File: src/hw/rtl/assert_macros.svh
// Assertion macros used by the top-level RTL file to check its own behavior.
`ifndef ASSERT_MACROS_SVH
`define ASSERT_MACROS_SVH

// Check a property on every rising edge while reset is released.
`define ASSERT_CLK(lbl, clk, rst_n, prop, msg) \
    lbl: assert property (@(posedge clk) disable iff (!rst_n) prop) else $error(msg);

// Check that a condition never holds while reset is released.
`define ASSERT_NEVER(lbl, clk, rst_n, expr, msg) \
    lbl: assert property (@(posedge clk) disable iff (!rst_n) !(expr)) else $error(msg);

`endif

File: src/hw/rtl/tfss_pkg.sv
// Shared types, constants and helper functions of the transfer function converter.
`timescale 1ns / 1ps

package tfss_pkg;

    localparam int TFSS_MAX_ORDER = 16;
    localparam int TFSS_DIV_BITS  = 48;   // |x| * 65536 fits in 48 bits
    localparam int TFSS_QUOT_W    = TFSS_DIV_BITS + 1;

    typedef enum logic [1:0] {
        ST_OK         = 2'd0,
        ST_NOT_PROPER = 2'd1,
        ST_ORDER_ZERO = 2'd2,
        ST_TOO_MANY   = 2'd3
    } t_status;

    typedef enum logic [1:0] {
        RD_SCAN = 2'd0,
        RD_HEAD = 2'd1,
        RD_COL  = 2'd2
    } t_rd_sel;

    typedef enum logic [1:0] {
        DIV_P0 = 2'd0,
        DIV_DK = 2'd1,
        DIV_PK = 2'd2
    } t_div_sel;

    typedef struct packed {
        logic     load;
        logic     cnt_clr;
        logic     idx_clr;
        logic     idx_inc;
        logic     ns_set;
        logic     ds_set;
        logic     chk_set;
        logic     den0_set;
        logic     div_start;
        t_div_sel div_sel;
        logic     p0_set;
        logic     p0_clr;
        logic     k_init;
        logic     k_inc;
        logic     nk_set;
        logic     q_set;
        logic     prod_set;
        logic     pk_set;
        logic     emit;
        logic     err;
        t_status  err_code;
        t_rd_sel  rd_sel;
    } t_dp_cmd;

    typedef struct packed {
        logic ovf;
        logic num_scan_end;
        logic num_small;
        logic den_scan_end;
        logic den_small;
        logic not_proper;
        logic order_zero;
        logic pad_zero;
        logic div_done;
        logic k_last;
    } t_dp_stat;

    function automatic logic signed [31:0] sat32(input logic signed [63:0] v);
        if (v > 64'sd2147483647) begin
            return 32'sh7fffffff;
        end else if (v < -64'sd2147483648) begin
            return 32'sh80000000;
        end
        return v[31:0];
    endfunction

    function automatic logic [31:0] mag32(input logic signed [31:0] v);
        return v[31] ? 32'(-v) : 32'(v);
    endfunction

endpackage

File: src/hw/rtl/tfss_ctrl.sv
// Controller state machine: load, strip scan, checks and per-column sequencing.
`timescale 1ns / 1ps

module tfss_ctrl
    import tfss_pkg::*;
(
    input  logic     i_clk,
    input  logic     i_rst_n,
    input  logic     i_start,
    input  logic     i_load_done,
    input  t_dp_stat i_stat,
    output t_dp_cmd  o_cmd,
    output logic     o_busy
);

    typedef enum logic [14:0] {
        S_IDLE   = 15'b000000000000001,
        S_OVF    = 15'b000000000000010,
        S_NUM_RD = 15'b000000000000100,
        S_NUM_CK = 15'b000000000001000,
        S_DEN_RD = 15'b000000000010000,
        S_DEN_CK = 15'b000000000100000,
        S_CHECK  = 15'b000000001000000,
        S_LD0    = 15'b000000010000000,
        S_P0     = 15'b000000100000000,
        S_RD     = 15'b000001000000000,
        S_DK     = 15'b000010000000000,
        S_DKW    = 15'b000100000000000,
        S_PK     = 15'b001000000000000,
        S_PKW    = 15'b010000000000000,
        S_EMIT   = 15'b100000000000000
    } t_state;

    t_state r_state, n_state;

    always_ff @(posedge i_clk) begin
        if (!i_rst_n) begin
            r_state <= S_IDLE;
        end else begin
            r_state <= n_state;
        end
    end

    always_comb begin
        n_state = r_state;
        o_cmd   = '0;
        o_cmd.err_code = ST_OK;
        o_cmd.rd_sel   = RD_SCAN;
        o_cmd.div_sel  = DIV_P0;
        unique case (r_state)
            S_IDLE: begin
                if (i_start) begin
                    o_cmd.load = 1'b1;
                    if (i_load_done) begin
                        n_state = S_OVF;
                    end
                end
            end
            S_OVF: begin
                if (i_stat.ovf) begin
                    o_cmd.err      = 1'b1;
                    o_cmd.err_code = ST_TOO_MANY;
                    o_cmd.cnt_clr  = 1'b1;
                    n_state        = S_IDLE;
                end else begin
                    o_cmd.idx_clr = 1'b1;
                    n_state       = S_NUM_RD;
                end
            end
            S_NUM_RD: begin
                if (i_stat.num_scan_end) begin
                    o_cmd.ns_set  = 1'b1;
                    o_cmd.idx_clr = 1'b1;
                    n_state       = S_DEN_RD;
                end else begin
                    n_state = S_NUM_CK;
                end
            end
            S_NUM_CK: begin
                if (i_stat.num_small) begin
                    o_cmd.idx_inc = 1'b1;
                    n_state       = S_NUM_RD;
                end else begin
                    o_cmd.ns_set  = 1'b1;
                    o_cmd.idx_clr = 1'b1;
                    n_state       = S_DEN_RD;
                end
            end
            S_DEN_RD: begin
                if (i_stat.den_scan_end) begin
                    o_cmd.ds_set = 1'b1;
                    n_state      = S_CHECK;
                end else begin
                    n_state = S_DEN_CK;
                end
            end
            S_DEN_CK: begin
                if (i_stat.den_small) begin
                    o_cmd.idx_inc = 1'b1;
                    n_state       = S_DEN_RD;
                end else begin
                    o_cmd.ds_set = 1'b1;
                    n_state      = S_CHECK;
                end
            end
            S_CHECK: begin
                if (i_stat.not_proper) begin
                    o_cmd.err      = 1'b1;
                    o_cmd.err_code = ST_NOT_PROPER;
                    o_cmd.cnt_clr  = 1'b1;
                    n_state        = S_IDLE;
                end else if (i_stat.order_zero) begin
                    o_cmd.err      = 1'b1;
                    o_cmd.err_code = ST_ORDER_ZERO;
                    o_cmd.cnt_clr  = 1'b1;
                    n_state        = S_IDLE;
                end else begin
                    o_cmd.chk_set = 1'b1;
                    o_cmd.rd_sel  = RD_HEAD;
                    n_state       = S_LD0;
                end
            end
            S_LD0: begin
                o_cmd.den0_set = 1'b1;
                if (i_stat.pad_zero) begin
                    o_cmd.div_start = 1'b1;
                    o_cmd.div_sel   = DIV_P0;
                    n_state         = S_P0;
                end else begin
                    o_cmd.p0_clr = 1'b1;
                    o_cmd.k_init = 1'b1;
                    n_state      = S_RD;
                end
            end
            S_P0: begin
                if (i_stat.div_done) begin
                    o_cmd.p0_set = 1'b1;
                    o_cmd.k_init = 1'b1;
                    n_state      = S_RD;
                end
            end
            S_RD: begin
                o_cmd.rd_sel = RD_COL;
                n_state      = S_DK;
            end
            S_DK: begin
                o_cmd.div_start = 1'b1;
                o_cmd.div_sel   = DIV_DK;
                o_cmd.nk_set    = 1'b1;
                n_state         = S_DKW;
            end
            S_DKW: begin
                if (i_stat.div_done) begin
                    o_cmd.q_set = 1'b1;
                    n_state     = S_PK;
                end
            end
            S_PK: begin
                o_cmd.div_start = 1'b1;
                o_cmd.div_sel   = DIV_PK;
                o_cmd.prod_set  = 1'b1;
                n_state         = S_PKW;
            end
            S_PKW: begin
                if (i_stat.div_done) begin
                    o_cmd.pk_set = 1'b1;
                    n_state      = S_EMIT;
                end
            end
            S_EMIT: begin
                o_cmd.emit = 1'b1;
                if (i_stat.k_last) begin
                    o_cmd.cnt_clr = 1'b1;
                    n_state       = S_IDLE;
                end else begin
                    o_cmd.k_inc = 1'b1;
                    n_state     = S_RD;
                end
            end
            default: begin
                n_state = S_IDLE;
            end
        endcase
    end

    assign o_busy = r_state != S_IDLE;

endmodule

File: config.mk
export PLATFORM = sky130hd
export DESIGN_NAME = tfss_ctrl
export DESIGN_NICKNAME = d
export VERILOG_FILES = /design/src/hw/rtl/assert_macros.svh /design/src/hw/rtl/tfss_pkg.sv /design/src/hw/rtl/tfss_ctrl.sv
export SDC_FILE = /design/constraint.sdc
export NUM_CORES = 1
export LEC_CHECK = 0
export ABC_AREA = 1
export BUFFER_PORTS_ARGS = -buffer_cell sky130_fd_sc_hd__buf_4
export CORE_MARGIN = 3
export CORE_UTILIZATION = 57
export CTS_BUF_LIST = sky130_fd_sc_hd__clkbuf_2 sky130_fd_sc_hd__clkbuf_4 sky130_fd_sc_hd__clkbuf_8
export CTS_CLUSTER_DIAMETER = 50
export DETAILED_ROUTE_END_ITERATION = 7
export PLACE_DENSITY = 0.9
export SYNTH_ARGS = -nofsm -noshare
export SYNTH_HDL_FRONTEND = slang
export SYNTH_SLANG_ARGS = --single-unit
File: constraint.sdc
create_clock -name i_clk -period 4.2 [get_ports i_clk]
set_input_delay 0.21 -clock i_clk [delete_from_list [all_inputs] [get_ports i_clk]]
set_output_delay 0.21 -clock i_clk [all_outputs]
set_load 0.1 [all_outputs]
# Yosys cells after proc, flatten, opt, wreduce, memory -nomap -nowiden
# Index checks and enable logic that the tools add are counted.
[classes] eq_ne=21 n_mux=58 reduce_logical=1
[ops] op="$pmux W15 S15" n=1
[ops] op="$mux W15" n=6
[ops] op="$mux W1" n=29
[ops] op="$mux W10" n=2
[ops] op="$eq A15 B1 Y1 const B" n=1
[ops] op="$eq A15 B10 Y1 const B" n=1
[ops] op="$eq A15 B11 Y1 const B" n=1
[ops] op="$eq A15 B12 Y1 const B" n=1
[ops] op="$eq A15 B13 Y1 const B" n=1
[ops] op="$eq A15 B14 Y1 const B" n=1
[ops] op="$eq A15 B15 Y1 const B" n=1
[ops] op="$eq A15 B2 Y1 const B" n=1
[ops] op="$eq A15 B3 Y1 const B" n=1
[ops] op="$eq A15 B4 Y1 const B" n=1
[ops] op="$eq A15 B5 Y1 const B" n=1
[ops] op="$eq A15 B6 Y1 const B" n=1
[ops] op="$eq A15 B7 Y1 const B" n=1
[ops] op="$eq A15 B8 Y1 const B" n=1
[ops] op="$eq A15 B9 Y1 const B" n=1
[ops] op="$mux W3" n=5
[ops] op="$ne A15 B1 Y1 const B" n=1
[ops] op="$mux W7" n=2
[ops] op="$mux W5" n=2
[ops] op="$ne A2 B2 Y1 const B" n=5
[ops] op="8 further kinds" n=12
[totals] register_bits=15 inputBits=14 word_cells=81

# Depth between registers and ports, before layout
[depth] ltp_word=3 ltp_mapped=10

# Worst setup path after synthesis
# Ideal clock, no wire load.
[synth_timing] path_kind="register to output" start="reg r_state[12]" end="out o_cmd[21] (netlist name)" arrival_ns=3.079 required_time_ns=3.990 path_slack_ns=0.911 stages_incl_launch_ff=8 cell_sequence="dfxtp_1 > nor2_4 > nand2_4 > nor2_8 > nand2_4 > inv_2 > nand3_2 > o21ai_0"
[synth_rtl] element="start, declared" line="tfss_ctrl.sv:34" source="t_state r_state, n_state;"
[synth_rtl] element="start signal, assigned" line="tfss_ctrl.sv:40" source="r_state <= n_state;"
[synth_rtl] element="end, declared" line="tfss_ctrl.sv:12" source="output t_dp_cmd o_cmd,"

==> results.md <==
- Crit end category: output port
- Synth Area per Inst: roughly 6.6 sq um
- Max Buffers Root-to-Sink: 2
- Final Cell Area: 1670 sq um
- Vias in the first global route: around 1300
- Largest register FFs: 15
- Initial core utilization: 0.6370
- Mapped cell area: 1326 sq um
- Post-Syn Nets: roughly 220
- CTS Buf Count: 3
- Post-CTS Setup Inserts: 0
- Slowest-stage cell, CP: dfxtp_1
- Critical Path RT: about 4.0 ns
- Worst-path maximum fanout: 8
- Area grow syn2layout: 25.94%
- Setup TNS Final: 0 ns
- NumNets Final: ~260
- Tot GR Track Use: 0.2644
- Number of synthesized flops with an enable pin: 0
- CTS clk-pin slew, worst paths: 0.08 ns
- PwrDens: 431.8 nW/um^2
- CTS H-tree depth: 1
- TritonCTS clock tree: done
- WP data arrival: 1.95 ns
- Clock sink total: 15
- YS warnings: 0
- Status: finished clean
- FF+latch count, synth: 15
- Top post-synthesis cells by area: dfxtp_1 23%, nand2_1 10%, nor2_1 10%
- Top-area cell type share of the netlist area: 0.2264
- Final Setup Violations: 0
- Commonest cells post-synth: 36 x nand2_1, 36 x nor2_1, 29 x inv_1
- Sequential share of the synthesized area: 0.2264
- Antenna diode count: 0
- Util after Layout: 0.8023
- Ports: 40
- Mapped Cells: around 200
- Max-cap violation count: 0
- Crit Path Class: reg -> out
- Slew HR: 0.7650
- Slew Limit Fails: 0
- RSZ-0062 raised after global routing: no
- Routed WL: 3309 um
- Startpoint types: flip-flop
- Largest net degree at the start of global routing: 12
- Peak Freq: between 0.4 and 0.5 GHz
- Crit-path cells: nor2_4 -> nand2_2 -> nor2_8 -> inv_2 -> nor3_2 -> or3_1 -> buf_4
- Drt wl/cell: 12.26 um
- First-pass GRT wire length: 5658 um
- Rows: 16
- Ys flop type: dfxtp_1
- Drt pass-1 iters: 4
- Min cycle time layout: 2.161 ns
- HPWL Detailed: approximately 2700 um
- Synth cell types: 28
- Die area: 2941 sq um
- Worst-Skew Late Latency: 0.29 ns
- Routed vias: 1385
- Static Leak: 0.9104 nW
- Pin slew with the least headroom to its limit: 0.3506 ns
- Share of cells above drive strength 1: 0.3909
- Setup Skew: ~0.0099 ns
- CORE AREA: 2082 sq um
- Drt drc: 0
- GPL Wtd Cong: 0.9685
- Die Y-Extent: 54.24 um
- Ys async rst share: 0
- Post-Place Cell Area: 1640 sq um
- Post-route ant nets: 0
- CTS root buf: clkbuf_4
- IO Port Bufs: 39
- Biggest register: r_state
- Die W: 54.24 um
- DR vias/cell: 5.130
- GRT overflow: 0
- Antenna violations before repair: 0
- Post-cts gate resize count: 0
- Initial DRC Count: 35
- Largest stage delay on the critical path: 0.35 ns
- Biggest regs: r_state: 15 flops
- Maximum vdd drop: 0.4283 mV
- Final hold vios: 0
- Fin crit share: 0.5145
- CTS Hold Bufs: 0
- Biggest area consumer among synthesized cells: dfxtp_1
- Hold WC Path Type: in -> reg
metrics by stage:
stage          setup slack (ns)  total power, mW  std cells  hold WS, ns
2_1_floorplan            0.9108           0.5480        202       0.2873
3_3_place_gp              2.407           0.6223        266       0.3857
3_5_place_dp              2.364           0.6349        266       0.3869
4_1_cts                   2.041           0.7255        270      0.08017
5_1_grt                   1.854           0.7698        270      0.07387
6_report                  2.039           0.7212        270      0.08454
final timing paths:
path	start	to	slack, ns	cells after the start
worst max-delay path	r_state[0]	o_cmd[16]	2.04	7
worst min-delay path	i_stat[6]	r_state[5]	0.08	2
worst max register to register	r_state[0]	r_state[7]	2.67	10
worst min register to register	r_state[4]	r_state[5]	0.58	2
cell families after synthesis:
family | after synthesis | synth area share
buffers and inverters | 41 | 0.1217
AND/OR/NAND/NOR | 138 | 0.6189
AO/OA/AOI/OAI | 8 | 0.03302
flip-flops | 15 | 0.2264
layout by cell type (no fill, tap or decap), drive strengths merged:
cell and count:
clkbuf 4, nand3b 2, and3 1, nor2 52, nor3 8, buf 39
nand2 48, dfxtp 15, nand4 2, nor3b 3, inv 39, nor4 2
or3 1, nand3 19, o21ai 8
metal layers:
| layer | global-route usage | routed length [um] | share of wire | vias up |
|---|---|---|---|---|
| li1 | - | - | - | 703 |
| met1 | 0.3045 | 1356 | 0.41 | 616 |
| met2 | 0.4462 | 1546 | 0.47 | 53 |
| met3 | 0.05995 | 283 | 0.086 | 13 |
| met4 | 0.1494 | 122 | 0.037 | 0 |
| met5 | 0 | 0 | 0 | - |
report_power, final:
| group | total, mW | leakage, nW | internal (mW) | switching (mW) |
|---|---|---|---|---|
| Sequential | 0.171 | 0.122 | 0.156 | 0.0149 |
| Clock | 0.0918 | 0.0184 | 0.0435 | 0.0484 |
| Combinational | 0.458 | 0.770 | 0.125 | 0.333 |
worst max-delay path, delay by kind of cell, from the launching register on:
kind	cells	cell delay, ns
DFF	1	0.35
buffers and inverters	2	0.36
and+or+nand+nor	5	0.93
area by class of cell:
cell class | count | area, sq um
clock buffers | 4 | 30.03
fillers | 170 | 411.6
inverters | 39 | 148.9
multi-input cells | 146 | 864.6
flip-flops and latches | 15 | 300.3
well taps | 27 | 33.78
repair buffers | 39 | 292.8
No activity file was read; power rests on OpenSTA's default activity.
